[src/hw/rtl/ssd_pkg.sv]
package ssd_pkg;

    // Display geometry
    localparam int NUM_DIGITS = 13;
    localparam int DIG_W      = (NUM_DIGITS > 1) ? $clog2(NUM_DIGITS) : 1;

    // Request modes
    localparam logic [2:0] MODE_TICK    = 3'd0;
    localparam logic [2:0] MODE_CHAR    = 3'd1;
    localparam logic [2:0] MODE_RAW     = 3'd2;
    localparam logic [2:0] MODE_DOT_ON  = 3'd3;
    localparam logic [2:0] MODE_DOT_OFF = 3'd4;

    // Configuration register indexes
    localparam logic CFG_RIGHT_SCREEN = 1'b0;
    localparam logic CFG_LEFT_SCREEN  = 1'b1;

    // Dimming phases
    localparam logic [2:0] PHASE_SCAN  = 3'd4;
    localparam logic [2:0] PHASE_DRIVE = 3'd7;

    // Blink window
    localparam logic [9:0] BLINK_WRAP = 10'd600;
    localparam logic [9:0] BLINK_SET  = 10'd400;
    localparam logic [9:0] BLINK_CLR  = 10'd200;

    // Character codes
    localparam logic [7:0] CHAR_MAX   = 8'd14;
    localparam logic [3:0] CHAR_BLANK = 4'd15;
    localparam logic [3:0] CHAR_EIGHT = 4'd8;

    // Segment table selectors
    localparam logic [1:0] TBL_MAIN  = 2'd0;
    localparam logic [1:0] TBL_GEAR  = 2'd1;
    localparam logic [1:0] TBL_RIGHT = 2'd2;

    localparam logic [7:0] GLYPH_MAIN [16] = '{
        8'hF5, 8'h14, 8'hB9, 8'h3D, 8'h5C, 8'h6D, 8'hCD, 8'h34,
        8'hFD, 8'h7C, 8'h0A, 8'h08, 8'h00, 8'hC1, 8'hE8, 8'h00
    };
    localparam logic [7:0] GLYPH_GEAR [16] = '{
        8'h77, 8'h41, 8'h6E, 8'h6B, 8'h59, 8'h3B, 8'h1F, 8'h61,
        8'h7F, 8'h79, 8'h0D, 8'h08, 8'h00, 8'h16, 8'h3C, 8'h00
    };
    localparam logic [7:0] GLYPH_RIGHT [16] = '{
        8'hFA, 8'h82, 8'hB9, 8'hAB, 8'hC3, 8'h6B, 8'h5B, 8'hA2,
        8'hFB, 8'hE3, 8'h04, 8'h01, 8'h00, 8'h58, 8'h71, 8'h00
    };
    localparam logic [3:0] POS_MAP [16] = '{
        4'd0, 4'd1, 4'd2, 4'd7, 4'd9, 4'd10, 4'd3, 4'd4,
        4'd5, 4'd6, 4'd11, 4'd12, 4'd8, 4'd13, 4'd14, 4'd15
    };

    // Work handed from the front to the back
    typedef struct packed {
        logic       drive;
        logic [7:0] seg;
        logic [3:0] mux;
    } job_t;

    // Result item held in the output queue
    typedef struct packed {
        logic       action;
        logic [7:0] seg_bits;
        logic [7:0] menu_bits;
        logic [3:0] mux_select;
    } result_t;

    function automatic logic [7:0] glyph(input logic [1:0] tbl, input logic [3:0] code);
        logic [7:0] g;
        case (tbl)
            TBL_GEAR:  g = GLYPH_GEAR[code];
            TBL_RIGHT: g = GLYPH_RIGHT[code];
            default:   g = GLYPH_MAIN[code];
        endcase
        return g;
    endfunction

    function automatic logic [1:0] digit_table(input logic [3:0] d);
        logic [1:0] t;
        case (d)
            4'd8, 4'd9, 4'd10, 4'd11: t = TBL_RIGHT;
            4'd12:                    t = TBL_GEAR;
            default:                  t = TBL_MAIN;
        endcase
        return t;
    endfunction

endpackage

[src/hw/rtl/seven_segment_scan_driver.sv]
// Seven-segment scan driver for a multiplexed display.
// Input channel (push/full): one request per cycle unless full, carrying
// mode, digit and value. Mode tick advances the dimming phase; the char,
// raw and dot modes set a digit's character, raw byte or dot; no result.
// Result channel (empty/pop): the oldest result sits on action, seg_bits,
// menu_bits and mux_select while empty is low; pop takes it.
// Configuration channel (cfg_valid/cfg_ready, always ready): cfg_index 0
// sets the always-lit menu bit, 1 sets the blinking menu bit.
// Throughput: one request per cycle, sustained, while the result side pops.
// A tick that yields a result is written into the front-to-back job queue
// when it is accepted, then into the output queue once that has room; it
// shows with empty low from there and can then be popped.
// Stall: a two-entry job queue and a two-entry output queue absorb a
// stalled receiver; full rises once both are taken and drops as pops resume.
// Reset: phase, scan digit and blink counter clear, every digit shows a raw
// byte of zero with no dot, both menu bits select bit 0, queues empty.
module seven_segment_scan_driver (
    input  logic       clk,
    input  logic       rst_n,
    input  logic       push,
    output logic       full,
    input  logic [2:0] mode,
    input  logic [3:0] digit,
    input  logic [7:0] value,
    output logic       empty,
    input  logic       pop,
    output logic       action,
    output logic [7:0] seg_bits,
    output logic [7:0] menu_bits,
    output logic [3:0] mux_select,
    input  logic       cfg_valid,
    output logic       cfg_ready,
    input  logic       cfg_index,
    input  logic [2:0] cfg_data
);
    import ssd_pkg::*;

    job_t q_din, q_dout;
    logic q_push, q_pop, q_full, q_empty;

    ssd_front u_front (
        .clk      (clk),
        .rst_n    (rst_n),
        .push     (push),
        .mode     (mode),
        .digit    (digit),
        .value    (value),
        .q_full   (q_full),
        .full     (full),
        .job_push (q_push),
        .job      (q_din)
    );

    ssd_queue u_queue (
        .clk   (clk),
        .rst_n (rst_n),
        .push  (q_push),
        .din   (q_din),
        .pop   (q_pop),
        .dout  (q_dout),
        .full  (q_full),
        .empty (q_empty)
    );

    ssd_back u_back (
        .clk        (clk),
        .rst_n      (rst_n),
        .cfg_valid  (cfg_valid),
        .cfg_ready  (cfg_ready),
        .cfg_index  (cfg_index),
        .cfg_data   (cfg_data),
        .job_empty  (q_empty),
        .job        (q_dout),
        .job_pop    (q_pop),
        .pop        (pop),
        .empty      (empty),
        .action     (action),
        .seg_bits   (seg_bits),
        .menu_bits  (menu_bits),
        .mux_select (mux_select)
    );

endmodule

[src/hw/rtl/ssd_front.sv]
module ssd_front (
    input  logic              clk,
    input  logic              rst_n,
    input  logic              push,
    input  logic [2:0]        mode,
    input  logic [3:0]        digit,
    input  logic [7:0]        value,
    input  logic              q_full,
    output logic              full,
    output logic              job_push,
    output ssd_pkg::job_t     job
);
    import ssd_pkg::*;

    logic [2:0]  phase_reg, phase_next;
    logic [3:0]  scan_reg, scan_next;
    logic [3:0]  char_codes_reg [NUM_DIGITS];
    logic [7:0]  raw_bytes_reg  [NUM_DIGITS];
    logic        raw_valid_reg  [NUM_DIGITS];
    logic        dot_flags_reg  [NUM_DIGITS];

    logic             accept;
    logic             store_en;
    logic [DIG_W-1:0] widx;
    logic [DIG_W-1:0] ridx;
    logic [2:0]       phase_inc;
    logic [3:0]       scan_adv;
    logic [3:0]       scan_sel;
    logic [1:0]       tbl;
    logic [7:0]       seg_byte;
    logic [3:0]       char_in;

    assign accept = push & ~q_full;
    assign full   = q_full;

    // Classify digit writes
    assign store_en = accept && (mode != MODE_TICK) && (mode <= MODE_DOT_OFF)
                      && (digit < 4'(NUM_DIGITS));
    assign widx     = digit[DIG_W-1:0];
    assign char_in  = (value > CHAR_MAX) ? CHAR_BLANK : value[3:0];

    // Look up the segment byte of the current scan digit
    assign ridx = scan_reg[DIG_W-1:0];
    assign tbl  = digit_table(scan_reg);
    always_comb
    begin
        seg_byte = raw_valid_reg[ridx] ? raw_bytes_reg[ridx]
                                       : glyph(tbl, char_codes_reg[ridx]);
        if (dot_flags_reg[ridx])
        begin
            seg_byte = seg_byte | ~glyph(tbl, CHAR_EIGHT);
        end
    end

    // Advance phase and scan digit on a tick, issue a job when one is due
    assign phase_inc = phase_reg + 3'd1;
    assign scan_adv  = (scan_reg >= 4'(NUM_DIGITS - 1)) ? 4'd0 : scan_reg + 4'd1;

    always_comb
    begin
        phase_next = phase_reg;
        scan_next  = scan_reg;
        scan_sel   = scan_reg;
        job_push   = 1'b0;
        job        = '0;
        if (accept && mode == MODE_TICK)
        begin
            if (phase_inc == PHASE_DRIVE)
            begin
                phase_next = 3'd0;
                job_push   = 1'b1;
                job.drive  = 1'b1;
                job.seg    = seg_byte;
            end
            else
            begin
                phase_next = phase_inc;
                if (phase_inc == PHASE_SCAN)
                begin
                    scan_next = scan_adv;
                    scan_sel  = scan_adv;
                end
                if (phase_inc >= PHASE_SCAN)
                begin
                    job_push = 1'b1;
                    job.mux  = POS_MAP[scan_sel] + 4'd1;
                end
            end
        end
    end

    always_ff @(posedge clk or negedge rst_n)
    begin
        if (!rst_n)
        begin
            phase_reg <= 3'd0;
            scan_reg  <= 4'd0;
        end
        else
        begin
            phase_reg <= phase_next;
            scan_reg  <= scan_next;
        end
    end

    // Update the digit stores
    always_ff @(posedge clk or negedge rst_n)
    begin
        if (!rst_n)
        begin
            for (int i = 0; i < NUM_DIGITS; i++)
            begin
                char_codes_reg[i] <= 4'd0;
                raw_bytes_reg[i]  <= 8'd0;
                raw_valid_reg[i]  <= 1'b1;
                dot_flags_reg[i]  <= 1'b0;
            end
        end
        else if (store_en)
        begin
            case (mode)
                MODE_CHAR:
                begin
                    char_codes_reg[widx] <= char_in;
                    raw_valid_reg[widx]  <= 1'b0;
                end
                MODE_RAW:
                begin
                    raw_bytes_reg[widx] <= value;
                    raw_valid_reg[widx] <= 1'b1;
                end
                MODE_DOT_ON:  dot_flags_reg[widx] <= 1'b1;
                MODE_DOT_OFF: dot_flags_reg[widx] <= 1'b0;
                default: ;
            endcase
        end
    end

endmodule

[src/hw/rtl/ssd_queue.sv]
module ssd_queue (
    input  logic          clk,
    input  logic          rst_n,
    input  logic          push,
    input  ssd_pkg::job_t din,
    input  logic          pop,
    output ssd_pkg::job_t dout,
    output logic          full,
    output logic          empty
);
    import ssd_pkg::*;

    job_t       slot_reg [2];
    logic       wr_ptr_reg, rd_ptr_reg;
    logic [1:0] count_reg, count_next;
    logic       do_push, do_pop;

    assign full    = (count_reg == 2'd2);
    assign empty   = (count_reg == 2'd0);
    assign do_push = push & ~full;
    assign do_pop  = pop & ~empty;
    assign dout    = slot_reg[rd_ptr_reg];

    always_comb
    begin
        count_next = count_reg;
        if (do_push && !do_pop)
        begin
            count_next = count_reg + 2'd1;
        end
        else if (do_pop && !do_push)
        begin
            count_next = count_reg - 2'd1;
        end
    end

    // Hold the job payload
    always_ff @(posedge clk)
    begin
        if (do_push)
        begin
            slot_reg[wr_ptr_reg] <= din;
        end
    end

    always_ff @(posedge clk or negedge rst_n)
    begin
        if (!rst_n)
        begin
            wr_ptr_reg <= 1'b0;
            rd_ptr_reg <= 1'b0;
            count_reg  <= 2'd0;
        end
        else
        begin
            if (do_push)
            begin
                wr_ptr_reg <= ~wr_ptr_reg;
            end
            if (do_pop)
            begin
                rd_ptr_reg <= ~rd_ptr_reg;
            end
            count_reg <= count_next;
        end
    end

endmodule

[src/hw/rtl/ssd_back.sv]
module ssd_back (
    input  logic          clk,
    input  logic          rst_n,
    input  logic          cfg_valid,
    output logic          cfg_ready,
    input  logic          cfg_index,
    input  logic [2:0]    cfg_data,
    input  logic          job_empty,
    input  ssd_pkg::job_t job,
    output logic          job_pop,
    input  logic          pop,
    output logic          empty,
    output logic          action,
    output logic [7:0]    seg_bits,
    output logic [7:0]    menu_bits,
    output logic [3:0]    mux_select
);
    import ssd_pkg::*;

    logic [2:0] right_bit_reg, left_bit_reg;
    logic [9:0] blink_reg, blink_next;
    result_t    out_reg [2];
    logic       wr_ptr_reg, rd_ptr_reg;
    logic [1:0] count_reg, count_next;

    logic       room;
    logic       do_pop;
    logic [9:0] blink_base;
    logic [7:0] left_mask;
    logic [7:0] menu;
    result_t    res;

    // Take configuration writes at any time
    assign cfg_ready = 1'b1;

    always_ff @(posedge clk or negedge rst_n)
    begin
        if (!rst_n)
        begin
            right_bit_reg <= 3'd0;
            left_bit_reg  <= 3'd0;
        end
        else if (cfg_valid)
        begin
            case (cfg_index)
                CFG_RIGHT_SCREEN: right_bit_reg <= cfg_data;
                CFG_LEFT_SCREEN:  left_bit_reg  <= cfg_data;
                default: ;
            endcase
        end
    end

    // Pull a job whenever the output queue has room
    assign room    = (count_reg != 2'd2);
    assign job_pop = ~job_empty & room;
    assign do_pop  = pop & ~empty;

    // Build the menu byte and step the blink counter
    assign blink_base = (blink_reg == BLINK_WRAP) ? 10'd0 : blink_reg;
    assign left_mask  = 8'd1 << left_bit_reg;

    always_comb
    begin
        menu = 8'd1 << right_bit_reg;
        if (blink_base > BLINK_SET)
        begin
            menu = menu | left_mask;
        end
        else if (blink_base > BLINK_CLR && blink_base < BLINK_SET)
        begin
            menu = menu & ~left_mask;
        end
        blink_next = blink_reg;
        if (job_pop && job.drive)
        begin
            blink_next = blink_base + 10'd1;
        end
    end

    // Format the result
    always_comb
    begin
        res            = '0;
        res.action     = ~job.drive;
        res.seg_bits   = job.drive ? job.seg : 8'd0;
        res.menu_bits  = job.drive ? menu : 8'd0;
        res.mux_select = job.drive ? 4'd0 : job.mux;
    end

    always_comb
    begin
        count_next = count_reg;
        if (job_pop && !do_pop)
        begin
            count_next = count_reg + 2'd1;
        end
        else if (do_pop && !job_pop)
        begin
            count_next = count_reg - 2'd1;
        end
    end

    always_ff @(posedge clk)
    begin
        if (job_pop)
        begin
            out_reg[wr_ptr_reg] <= res;
        end
    end

    always_ff @(posedge clk or negedge rst_n)
    begin
        if (!rst_n)
        begin
            blink_reg  <= 10'd0;
            wr_ptr_reg <= 1'b0;
            rd_ptr_reg <= 1'b0;
            count_reg  <= 2'd0;
        end
        else
        begin
            blink_reg <= blink_next;
            if (job_pop)
            begin
                wr_ptr_reg <= ~wr_ptr_reg;
            end
            if (do_pop)
            begin
                rd_ptr_reg <= ~rd_ptr_reg;
            end
            count_reg <= count_next;
        end
    end

    // Present the oldest result
    assign empty      = (count_reg == 2'd0);
    assign action     = out_reg[rd_ptr_reg].action;
    assign seg_bits   = out_reg[rd_ptr_reg].seg_bits;
    assign menu_bits  = out_reg[rd_ptr_reg].menu_bits;
    assign mux_select = out_reg[rd_ptr_reg].mux_select;

endmodule

[config.mk]
export PLATFORM = sky130hd
export DESIGN_NAME = seven_segment_scan_driver
export DESIGN_NICKNAME = d
export VERILOG_FILES = /design/src/hw/rtl/ssd_pkg.sv /design/src/hw/rtl/seven_segment_scan_driver.sv /design/src/hw/rtl/ssd_front.sv /design/src/hw/rtl/ssd_queue.sv /design/src/hw/rtl/ssd_back.sv
export SDC_FILE = /design/constraint.sdc
export NUM_CORES = 1
export LEC_CHECK = 0
export ABC_AREA = 1
export BUFFER_PORTS_ARGS = -buffer_cell sky130_fd_sc_hd__buf_2
export CORE_UTILIZATION = 40
export CTS_BUF_LIST = sky130_fd_sc_hd__clkbuf_4
export DETAILED_ROUTE_END_ITERATION = 10
export HOLD_SLACK_MARGIN = 0.02
export SYNTH_ARGS = -nofsm -noshare
export SYNTH_HDL_FRONTEND = slang
export SYNTH_SLANG_ARGS = --single-unit
[constraint.sdc]
create_clock -name clk -period 3.4 [get_ports clk]
set_input_delay 0.34 -clock clk [delete_from_list [all_inputs] [get_ports clk]]
set_output_delay 0.34 -clock clk [all_outputs]
set_load 0.02 [all_outputs]
======== After elaboration in Yosys (flattened, before gate mapping) ========
Memory sizes are Yosys's and may differ from the RTL's.
Index checks and enable logic that the tools add are counted.
cells by class
  $add $sub $neg .......................... 8
  $mul .................................... 0
  div/mod/pow operators ................... 0
  magnitude comparators ................... 13
  equality and inequality tests ........... 16
  shifts and indexed selects .............. 2
  muxes and demuxes ....................... 63
  bitwise logic cells ..................... 29
  reduce and logical (&&, ||, !) cells .... 31
operator list
  kind                                                               count
  8-bit two-way mux                                                  16
  104-bit bitwise mux                                                1
  52-bit bitwise mux                                                 1
  4-bit two-way mux                                                  13
  13-bit one-hot mux with 2 select lines                             2
  8-bit binary-select mux with 4-bit select                          1
  8-bit demux with 4-bit select                                      1
  8-bit one-hot mux with 2 select lines                              2
  13-bit AND                                                         2
  13-bit OR                                                          2
  4-bit == test, second input constant                               5
  5-bit >= comparator, second input constant                         4
  4-bit inverter with 5-bit output                                   4
  4-bit binary-select mux with 4-bit select                          1
  4-bit demux with 4-bit select                                      1
  8-bit inverter                                                     2
  8-bit OR                                                           2
  1-bit by 3-bit << shifter with 8-bit output, first input constant  2
  2-bit AND reduction                                                7
  13-bit two-way mux                                                 1
  13-bit inverter                                                    1
  1-bit two-way mux                                                  12
  1-bit logical AND                                                  11
  10-bit by 1-bit adder with 10-bit output, second input constant    1
  36 further kinds                                                   67
word-level totals
  bits in registers ....................... 213
  bits in latches ......................... 0
  RAM bits ................................ 68
  ROM bits ................................ 448
  input port bits ......................... 24
  output and inout port bits .............. 24
  word-level logic and storage cells ...... 231
  memories kept ........................... 6
memories
  memory            words  width  read ports  clocked after Yosys merged registers in  write ports  RTL line         source
  (name not given)  16     8      1           0                                        0            ssd_pkg.sv:72    TBL_GEAR: g = GLYPH_GEAR[code];
  (name not given)  16     8      1           0                                        0            ssd_pkg.sv:73    TBL_RIGHT: g = GLYPH_RIGHT[code];
  (name not given)  16     8      1           0                                        0            ssd_pkg.sv:74    default: g = GLYPH_MAIN[code];
  (name not given)  16     4      1           0                                        0            ssd_front.sv:86  job.mux = POS_MAP[scan_sel] + 4'd1;
  u_back.out_reg    2      21     1           0                                        1            ssd_back.sv:22   result_t out_reg [2];
  u_queue.slot_reg  2      13     1           0                                        1            ssd_queue.sv:13  job_t slot_reg [2];

======== Logic depth before layout (Yosys ltp) ========
Gate-level depths: netlist (run 1).
  depth after elaboration ................. 14
  mapped depth ............................ 19
  mapped depth without buffers ............ 17

======== Modules after synthesis ========
Synthesis (run 1) repeated with hierarchy kept, for this count alone.
second synthesis, totals
  cell total of the unflattened synthesis .. 1667
  area, all modules ....................... 14052.2 um^2
by module, submodules not included
  module     times used  cells an instance  area each (um^2)  sequential area each (um^2)
  ssd_front  1           1238               9864.5            4745.8
  ssd_back   1           330                3009.1            1761.7
  ssd_queue  1           99                 1178.6            880.8

======== Worst setup path after synthesis (run 1) ========
No wires, ideal clock.
  kind .................................... reg2reg
  start ................................... register u_front.scan_reg[0], in the netlist u_front.ridx[0]
  end ..................................... memory u_queue.slot_reg[0][9] (netlist name), data pin
  setup time .............................. 262 ps
  data arrival time ....................... 2789 ps
  path slack .............................. 349 ps
  cell stages (with the launch flop) ...... 16
  period minus slack after synthesis ...... 3051 ps
  cells stage by stage .................... dfrtp_1 -> buf_6 -> inv_4 -> buf_4 -> buf_4 -> buf_2 -> ha_1 -> o41ai_1 -> inv_1 -> ha_1 -> clkbuf_1 -> inv_1 -> nand2_1 -> or2_2 -> nand3_1 -> a21oi_1
RTL lines
  element                 RTL line          source
  start, declared         ssd_front.sv:16   logic [3:0] scan_reg, scan_next;
  start signal, assigned  ssd_front.sv:102  scan_reg <= scan_next;
  end, declared           ssd_queue.sv:13

==> results of run 1 <==
cell usage after synthesis, drive strengths merged:
cell    count  share of area, %
xnor2       4              0.25
dfrtp     200                36
and3        2             0.090
nand3     101               3.7
a31oi       3              0.18
a21oi      66               2.4
edfxtp     68                15
conb        1             0.027
a22oi      13              0.70
a21boi      9              0.49
nor4        5              0.38
nor2      103               3.0
o41ai       2              0.13
nand2     556                16
o211ai      4              0.22
nor3       23              0.86
ha         24               2.2
dfstp      13               2.5
o311ai      2              0.13
o21ai     232               8.4
or2         2             0.090
o31ai       3              0.20
inv       125               3.4
o22ai       1             0.045
xor2       13              0.87
clkbuf     26              0.70
buf        47               2.3
o221ai      6              0.38
nand4       3              0.13
kinds of logic after synthesis:
family	synth area share, %
xor gates and xnor gates	1.12
adders and majority gates	2.16
buffers and inverters	6.36
DFF	53.1
and+or+nand+nor	23.9
other	0.0270
AOI/OAI and AO/OA	13.3
through the flow:
step                      worst slack (ps)  cells  instance area [µm²]  hold WS, ps
final                                  434   2245                15600         58.0
after global routing                   162   2244                15600         54.3
after CTS                              442   2242                15600         20.6
after detailed placement               499   2102                14500          415
after global placement                 530   2102                14500          416
after floorplan                        349   1657                13900         44.4
where the power goes:
group / switching [µW] / internal (µW) / total (µW)
combinational: 3200 / 1460 / 4660
sequential: 373 / 4240 / 4610
clock: 1400 / 1680 / 3080
total: 4970 / 7380 / 12400
worst max-delay path: stages (launching register included):
cell and delay, ps:
dfrtp_2 460, inv_4 160, ha_1 250, o41ai_1 560, inv_1 140, ha_1 410, inv_1 180, nand2_1 80
or2_2 270, nand3_1 80, a21oi_1 80
area by class of cell:
cell class	instances	area (µm²)	share of cell area, %
antenna	3	7.51	0.0482
clock buffer	115	863	5.54
clock inverter	15	110	0.707
inverter	125	472	3.03
multi-input combinational	1178	5630	36.2
sequential	281	7390	47.4
tap	448	561	3.60
timing repair buffer	80	544	3.49
metal layers:
layer / wire [µm] / vias to the layer above
li1: - / 5667
met1: 15900 / 5321
met2: 15500 / 248
met3: 1610 / 59
met4: 727 / 0
met5: 0 / -
worst paths after layout:
kind | end | slack (ps)
min reg2reg | flip-flop | 470
max reg2reg | u_queue.slot_reg[1][9] | 430
max in group asynchronous | u_front.raw_bytes_reg[13] | 2360
max | u_queue.slot_reg[1][9] | 430
min in group asynchronous | u_front.char_codes_reg[43] | 160
min | flip-flop | 60
timing repair:
item,CTS,global route
hold buffers,10,0
setup endpoints to repair,0,0
endpoints found under the hold margin,82,0
==> flow_metrics.env, run 1 <==
export IMPL_drcViolationCount=0
export IMPL_fin_crit_ps=2970
export IMPL_syn_area_mm2=0.0139
export IMPL_worst_slew_pin_slew_ps=1030
export IMPL_min_from="mode[2]"
export IMPL_final_setup_viol_count=0
export IMPL_cts_resized_gates=0
export IMPL_grt_setup_unrepaired="no"
export IMPL_required_ps=3860
export IMPL_grt_max_degree=78
export IMPL_layout_drive_gt1_share_pct=13.8
export IMPL_grt_use_met2_pct=30.8
export IMPL_chipHeight_um=188
export IMPL_vdd_ir_drop_max_mv=0.409
export IMPL_hold_path_class="input pin to flip-flop"
export IMPL_fin_nets=1793
export IMPL_period_share_pct=87.2
export IMPL_synth_avg_cell_area_um2=8.39
export IMPL_netlist_cell_type_count=47
export IMPL_avgViaCountPerCell=5.03
export IMPL_num_vias=11300
export IMPL_yosysSeqAreaShare_pct=53.1
export IMPL_fin_util_pct=46.0
export IMPL_antenna_found_initial=1
export IMPL_ys_seq_elements=281
export IMPL_reg2reg_depth=10
export IMPL_cts_sinks=281
export IMPL_skew_ps=55.2
export IMPL_worstPathMaxFanout=29
export IMPL_use_met1_pct=26.5
export IMPL_area_growth_syn_to_layout_pct=12.0
export IMPL_hold_viol=0
export IMPL_pin_count=48
export IMPL_dieWidth_um=188
export IMPL_ys_warnings_count=0
export IMPL_h_tree_depth=3
export IMPL_maxSlewHeadroom_pct=30.5
export IMPL_use_met3_pct=3.91
export IMPL_worstHoldPathCells=4
export IMPL_drtIter0Drc=822
export IMPL_grt_pass1_wl_um=55400
export IMPL_worst_setup_path_start_kind="flip-flop"
export IMPL_postCtsSetupBuffers=0
export IMPL_clk_pin_slew_ps=60
export IMPL_cts_root_buf="clkbuf_4"
export IMPL_cp_arrival_ps=3430
export IMPL_power_total_uw=12400
export IMPL_status="finished, final reports clean"
export IMPL_place_congestion=0.920
export IMPL_final_max_slew_viol_count=0
export IMPL_crit_type="flip-flop to flip-flop"
export IMPL_die_area_mm2=0.0355
export IMPL_rows=67
export IMPL_final_cell_mix="nand2_1, dfrtp_1, o21ai_0"
export IMPL_grt_pass1_vias=10800
export IMPL_max_freq_ghz=0.337
export IMPL_layout_commonest_cell="nand2_1"
export IMPL_startpoint="u_front.ridx[0]"
export IMPL_rr_startpoint="u_front.ridx[0]"
export IMPL_synth_nets=1705
export IMPL_finalSetupTns_ps=0
export IMPL_ant_nets=0
export IMPL_post_drt_wl_per_cell_um=15.0
export IMPL_syn_instance_count=1657
export IMPL_hpwl_um=21900
export IMPL_numCtsBuffers=79
export IMPL_clk_path_buf_depth=3
export IMPL_maxCapViolCount=0
export IMPL_grt_remaining_overflow=0
export IMPL_largest_register_ffs=104
export IMPL_cp_end_kind="flip-flop"
export IMPL_p_leak_uw=0.00740
export IMPL_fillCellCount=3423
export IMPL_initial_core_util_pct=41.1
export IMPL_cts_tree="done"
export IMPL_drt_pass1_iter_count=5
export IMPL_coreArea_mm2=0.0339
export IMPL_track_usage_pct=19.5
export IMPL_grt_busiest_layer="met2"
export IMPL_port_buffers=46
export IMPL_clk_latency_ps=770
export IMPL_wl_um=33700
export IMPL_power_density_mw_per_mm2=793
Note: power is estimated with default switching activity, not from simulation.
==> inputs of run 2 (changes only) <==
--- a/config.mk
+++ b/config.mk
@@ -6,7 +6,7 @@
 export NUM_CORES = 1
 export LEC_CHECK = 0
 export ABC_AREA = 1
-export BUFFER_PORTS_ARGS = -buffer_cell sky130_fd_sc_hd__buf_2
+export BUFFER_PORTS_ARGS = -buffer_cell sky130_fd_sc_hd__buf_4
 export CORE_UTILIZATION = 40
 export CTS_BUF_LIST = sky130_fd_sc_hd__clkbuf_4
 export DETAILED_ROUTE_END_ITERATION = 10
==> flow_metrics.env, run 2 (synthesis gave the netlist of run 1 again) <==
export IMPL_pin_count=48
export IMPL_rows=67
export IMPL_startpoint="u_front.ridx[1]"
export IMPL_layoutNonFillerInstCount=2247
export IMPL_coreArea_mm2=0.0339
export IMPL_cp_arrival_ps=3360
export IMPL_final_cell_mix="nand2_1, dfrtp_1, o21ai_0"
export IMPL_ant_nets=0
export IMPL_slowest_delay_ps=560
export IMPL_p_leak_uw=0.00747
export IMPL_period_share_pct=86.5
export IMPL_grt_pass1_wl_um=55800
export IMPL_avgViaCountPerCell=4.97
export IMPL_final_max_slew_viol_count=0
export IMPL_largest_register_ffs=104
export IMPL_worst_slew_pin_slew_ps=1060
export IMPL_post_drt_wl_per_cell_um=14.9
export IMPL_num_vias=11200
export IMPL_fin_nets=1790
export IMPL_area_growth_syn_to_layout_pct=13.2
export IMPL_vdd_ir_drop_max_mv=0.454
export IMPL_power_share_clock_pct=25.4
export IMPL_place_congestion=0.886
export IMPL_required_ps=3820
export IMPL_initial_core_util_pct=41.1
export IMPL_cts_sinks=281
export IMPL_track_usage_pct=19.4
export IMPL_whs_endpoint="u_back.rd_ptr_reg"
export IMPL_fin_util_pct=46.5
export IMPL_hold_path_class="input pin to flip-flop"
export IMPL_status="finished, final reports clean"
export IMPL_h_tree_depth=3
export IMPL_cp_end_kind="flip-flop"
export IMPL_clk_pin_slew_ps=60
export IMPL_path_cells="inv_2, ha_1, o41ai_1, inv_1, ha_1, inv_1, nand2_1, or2_2, nand3_1, a21oi_1"
export IMPL_crit_type="flip-flop to flip-flop"
export IMPL_ff2ff_setup_slack_ps=460
export IMPL_fin_crit_ps=2940
export IMPL_finalSetupTns_ps=0
export IMPL_design_area_mm2=0.0157
export IMPL_use_met3_pct=3.82
export IMPL_cts_root_buf="clkbuf_4"
export IMPL_skew_ps=40.4
export IMPL_r2r_end="u_queue.slot_reg[1][9]"
export IMPL_cp_slowest_cell="o41ai_1"
export IMPL_rr_startpoint="u_front.ridx[1]"
export IMPL_maxCapViolCount=0
export IMPL_internal_power_uw=7640
export IMPL_grt_remaining_overflow=0
export IMPL_dieWidth_um=188
export IMPL_use_met1_pct=26.0
export IMPL_combPwrFrac_pct=38.0
export IMPL_wl_um=33400
export IMPL_seqPwrFrac_pct=36.6
export IMPL_placed_area_mm2=0.0146
export IMPL_hpwl_um=21900
export IMPL_layout_drive_gt1_share_pct=14.1
export IMPL_postCtsSetupBuffers=0
export IMPL_dp_cells=2104
export IMPL_grt_pass1_vias=11000
export IMPL_drt_pass1_iter_count=5
export IMPL_p_sw_uw=4970
export IMPL_postCtsHoldBufs=8
export IMPL_reg2reg_depth=10
export IMPL_chipHeight_um=188
export IMPL_min_from="pop"
export IMPL_grt_use_met2_pct=31.4
export IMPL_numCtsBuffers=76
export IMPL_grt_busiest_layer="met2"
export IMPL_worstPathMaxFanout=10
export IMPL_clk_path_buf_depth=3
export IMPL_worstHoldPathCells=3
export IMPL_hold_viol=0
export IMPL_drtIter0Drc=772
export IMPL_max_freq_ghz=0.340
export IMPL_hold_slack_ps=81.8
export IMPL_layout_commonest_cell="nand2_1"
export IMPL_grt_max_degree=90
export IMPL_cts_tree="done"
export IMPL_power_density_mw_per_mm2=801
export IMPL_p_sw_share_pct=39.4
export IMPL_clk_latency_ps=690
export IMPL_die_area_mm2=0.0355
export IMPL_antenna_found_initial=2
export IMPL_worst_setup_path_start_kind="flip-flop"
export IMPL_maxSlewHeadroom_pct=28.9
export IMPL_cts_resized_gates=0
export IMPL_port_buffers=46
export IMPL_final_setup_viol_count=0
export IMPL_drcViolationCount=0
export IMPL_grt_setup_unrepaired="no"
## run 2: metal layers
metal,part of all wire (%),vias to the layer above,routed length [µm]
met5,0,-,0
met4,1.6,0,530
met3,4.9,46,1630
met2,46,264,15500
met1,47,5196,15800
li1,-,5658,-
## run 2: through the flow
stage               setup WS [ps]  total power (µW)
finish                        461             12600
floorplan                     349              8120
detailed placement            488              9480
CTS                           496             12700
global route                  210             13600
global placement              537              9430
## run 2: power groups by stage
stage               combinational (µW)  clock, µW  sequential (µW)
detailed placement                4800          0             4670
finish                            4790       3200             4620
global placement                  4760          0             4660
global route                      5440       3480             4690
CTS                               4830       3300             4610
floorplan                         3570          0             4550
## run 2: critical path, delay by kind of cell (launching register included)
family                   cells  cell delay (ps)
AO/OA/AOI/OAI                2              640
adder cells (fa/ha/maj)      2              640
buffers and inverters        3              500
flip-flops                   1              490
AND/OR/NAND/NOR              3              430
## run 2: worst max-delay path by stage
stage / to
after floorplan: u_queue.slot_reg[0][9]
after global placement: u_queue.slot_reg[0][9]
after detailed placement: u_queue.slot_reg[0][9]
after CTS: u_queue.slot_reg[0][9]
after global routing: u_queue.slot_reg[0][5]
final: u_queue.slot_reg[1][9]
## run 2: layout make-up
cell class / count / area, µm²
multi-input combinational: 1178 / 5630
sequential: 281 / 7390
inverter: 125 / 472
clock buffer: 120 / 901
tap: 448 / 561
clock inverter: 13 / 128
antenna: 2 / 5.00
fill: 3368 / 18100
timing repair buffer: 80 / 652
==> inputs of run 3 (changes only) <==
--- a/config.mk
+++ b/config.mk
@@ -13,4 +13,5 @@
 export HOLD_SLACK_MARGIN = 0.02
 export SYNTH_ARGS = -nofsm -noshare
 export SYNTH_HDL_FRONTEND = slang
+export SYNTH_HIERARCHICAL = 1
 export SYNTH_SLANG_ARGS = --single-unit
==> flow_metrics.env, run 3 <==
export IMPL_clk_path_buf_depth=3
export IMPL_max_freq_ghz=0.329
export IMPL_combPwrFrac_pct=40.3
export IMPL_cts_tree="done"
export IMPL_post_drt_wl_per_cell_um=15.5
export IMPL_internal_power_uw=7650
export IMPL_netlist_cell_type_count=55
export IMPL_hold_slack_ps=143
export IMPL_crit_type="flip-flop to flip-flop"
export IMPL_hold_viol=0
export IMPL_fillCellCount=3417
export IMPL_ys_warnings_count=6
export IMPL_synth_top_family_by_area="simple AND/OR/NAND/NOR gates"
export IMPL_cts_sinks=281
export IMPL_synth_avg_cell_area_um2=8.43
export IMPL_required_ps=3700
export IMPL_layout_commonest_cell="nand2_1"
export IMPL_rr_startpoint="u_queue/count_reg[0]"
export IMPL_synth_commonest_cells="nand2_1, dfrtp_1, o21ai_0"
export IMPL_grt_pass1_vias=11000
export IMPL_die_area_mm2=0.0359
export IMPL_chipHeight_um=189
export IMPL_avgViaCountPerCell=5.06
export IMPL_vdd_ir_drop_max_mv=0.473
export IMPL_final_cell_mix="nand2_1, dfrtp_1, o21ai_0"
export IMPL_reg2reg_depth=10
export IMPL_coreArea_mm2=0.0345
export IMPL_ant_nets=0
export IMPL_finalSetupTns_ps=0
export IMPL_period_share_pct=89.3
export IMPL_hpwl_um=23300
export IMPL_syn_instance_count=1667
export IMPL_num_vias=11500
export IMPL_wl_um=35000
export IMPL_whs_endpoint="u_front/char_codes_reg[45]"
export IMPL_grt_max_degree=87
export IMPL_antenna_found_initial=1
export IMPL_yosys_area_share_simple_pct=23.6
export IMPL_grt_pass1_wl_um=57400
export IMPL_initial_core_util_pct=40.7
export IMPL_cts_root_buf="clkbuf_4"
export IMPL_grt_remaining_overflow=0
export IMPL_multiInputGateArea_mm2=0.00567
export IMPL_final_setup_viol_count=0
export IMPL_grt_setup_unrepaired="no"
export IMPL_clk_pin_slew_ps=60
export IMPL_async_flop_share_pct=75.8
export IMPL_synthXorXnorAreaFrac_pct=1.04
export IMPL_synth_fa_ha_area_share_pct=2.14
export IMPL_track_usage_pct=20.0
export IMPL_power_density_mw_per_mm2=805
export IMPL_startpoint="u_queue/count_reg[0]"
export IMPL_final_max_slew_viol_count=0
export IMPL_pin_count=48
export IMPL_h_tree_depth=3
export IMPL_synth_top_area_share_pct=35.6
export IMPL_cp_arrival_ps=3330
export IMPL_worstPathMaxFanout=13
export IMPL_synth_nets=1715
export IMPL_worst_setup_path_start_kind="flip-flop"
export IMPL_fin_crit_ps=3040
export IMPL_largest_register_ffs=104
export IMPL_port_buffers=46
export IMPL_maxCapViolCount=0
export IMPL_clk_latency_ps=720
export IMPL_cp_end_kind="flip-flop"
export IMPL_place_congestion=0.901
export IMPL_postCtsSetupBuffers=0
export IMPL_synth_edf_count=68
export IMPL_ys_top_cells_by_area="dfrtp_1, nand2_1, edfxtp_1, o21ai_0, inv_1"
export IMPL_layout_drive_gt1_share_pct=14.9
export IMPL_drt_pass1_iter_count=7
export IMPL_fin_nets=1807
export IMPL_worst_slew_pin_slew_ps=850
export IMPL_power_share_clock_pct=23.8
export IMPL_syn_area_mm2=0.0141
export IMPL_seqPwrFrac_pct=35.9
export IMPL_p_leak_uw=0.00740
export IMPL_area_growth_syn_to_layout_pct=12.9
export IMPL_ff2ff_setup_slack_ps=360
export IMPL_r2r_end="u_queue/slot_reg[0][1]"
export IMPL_p_sw_share_pct=40.1
export IMPL_min_from="value[1]"
export IMPL_synth_most_common_cell="nand2_1"
export IMPL_synth_ff_type="dfrtp_1"
export IMPL_p_sw_uw=5120
export IMPL_hold_path_class="input pin to flip-flop"
export IMPL_drcViolationCount=0
export IMPL_maxSlewHeadroom_pct=43.1
export IMPL_yosysTopAreaCell="dfrtp_1"
export IMPL_status="finished, final reports clean"
export IMPL_skew_ps=69.7
export IMPL_ys_seq_elements=281
export IMPL_seqCellArea_mm2=0.00739
export IMPL_numCtsBuffers=75
export IMPL_rows=68
export IMPL_yosysSeqAreaShare_pct=52.6
export IMPL_synth_compound_area_share_pct=13.5
export IMPL_worstHoldPathCells=3
export IMPL_dieWidth_um=189
export IMPL_drtIter0Drc=862
export IMPL_muxShareOfSynthArea_pct=0
-- run 3: metrics by stage --
step / instances / util [%] / area, µm² / power [µW] / worst slack, ps
final: 2265 / 45.9 / 15900 / 12800 / 362
after global routing: 2265 / 45.9 / 15900 / 13800 / 247
after CTS: 2263 / 45.9 / 15800 / 12900 / 155
after detailed placement: 2126 / 42.8 / 14800 / 9760 / 216
after global placement: 2126 / 42.8 / 14800 / 9700 / 230
after floorplan: 1667 / - / 14100 / 8350 / 604
-- run 3: metal layers --
metal | up-vias | share of wire (%) | global-route usage [%]
li1 | 5682 | - | -
met1 | 5432 | 47 | 27.4
met2 | 291 | 46 | 31.6
met3 | 63 | 4.9 | 4.00
met4 | 0 | 2.2 | 7.01
met5 | - | 0 | 0
-- run 3: cell families after synthesis --
logic type | Yosys count
buf+inv | 216
xor+xnor | 15
simple gates | 799
other cells | 1
fa+ha+maj | 24
flops | 281
compound gates | 331
-- run 3: repair_timing --
item                                    CTS  global route
hold buffers                             10             1
endpoints found under the hold margin    87             1
resized for setup                         0             1
endpoints found under the setup margin    0            13
-- run 3: worst max-delay path by stage --
stage          slack (ps)                      end
6_report              360   u_queue/slot_reg[0][1]
5_1_grt               250   u_queue/slot_reg[0][9]
4_1_cts               160  u_queue/slot_reg[0][10]
3_5_place_dp          220   u_queue/slot_reg[0][0]
3_3_place_gp          230   u_queue/slot_reg[0][0]
2_1_floorplan         600   u_queue/slot_reg[0][5]
-- run 3: final cells by class --
| class | count | area share [%] |
|---|---|---|
| timing repair buffer | 86 | 4.52 |
| multi-input combinational | 1170 | 35.8 |
| clock inverter | 19 | 0.947 |
| clock buffer | 108 | 5.11 |
| inverter | 145 | 3.46 |
| sequential | 281 | 46.6 |
| antenna | 1 | 0.0158 |
| tap | 455 | 3.59 |
-- run 3: critical path: stages, from the launching register on --
cell,delay (ps)
dfrtp_1,470
nor2_2,110
nor2_1,460
inv_1,120
nor3_2,400
inv_1,150
nor2_1,230
inv_1,110
nor2_4,120
nand2_1,70
inv_1,390
-- run 3: power by group through the flow --
stage / sequential, µW / clock (µW) / combinational [µW]
global route: 4660 / 3340 / 5770
detailed placement: 4640 / 0 / 5130
CTS: 4580 / 3160 / 5160
global placement: 4620 / 0 / 5080
floorplan: 4550 / 0 / 3800
finish: 4580 / 3040 / 5150
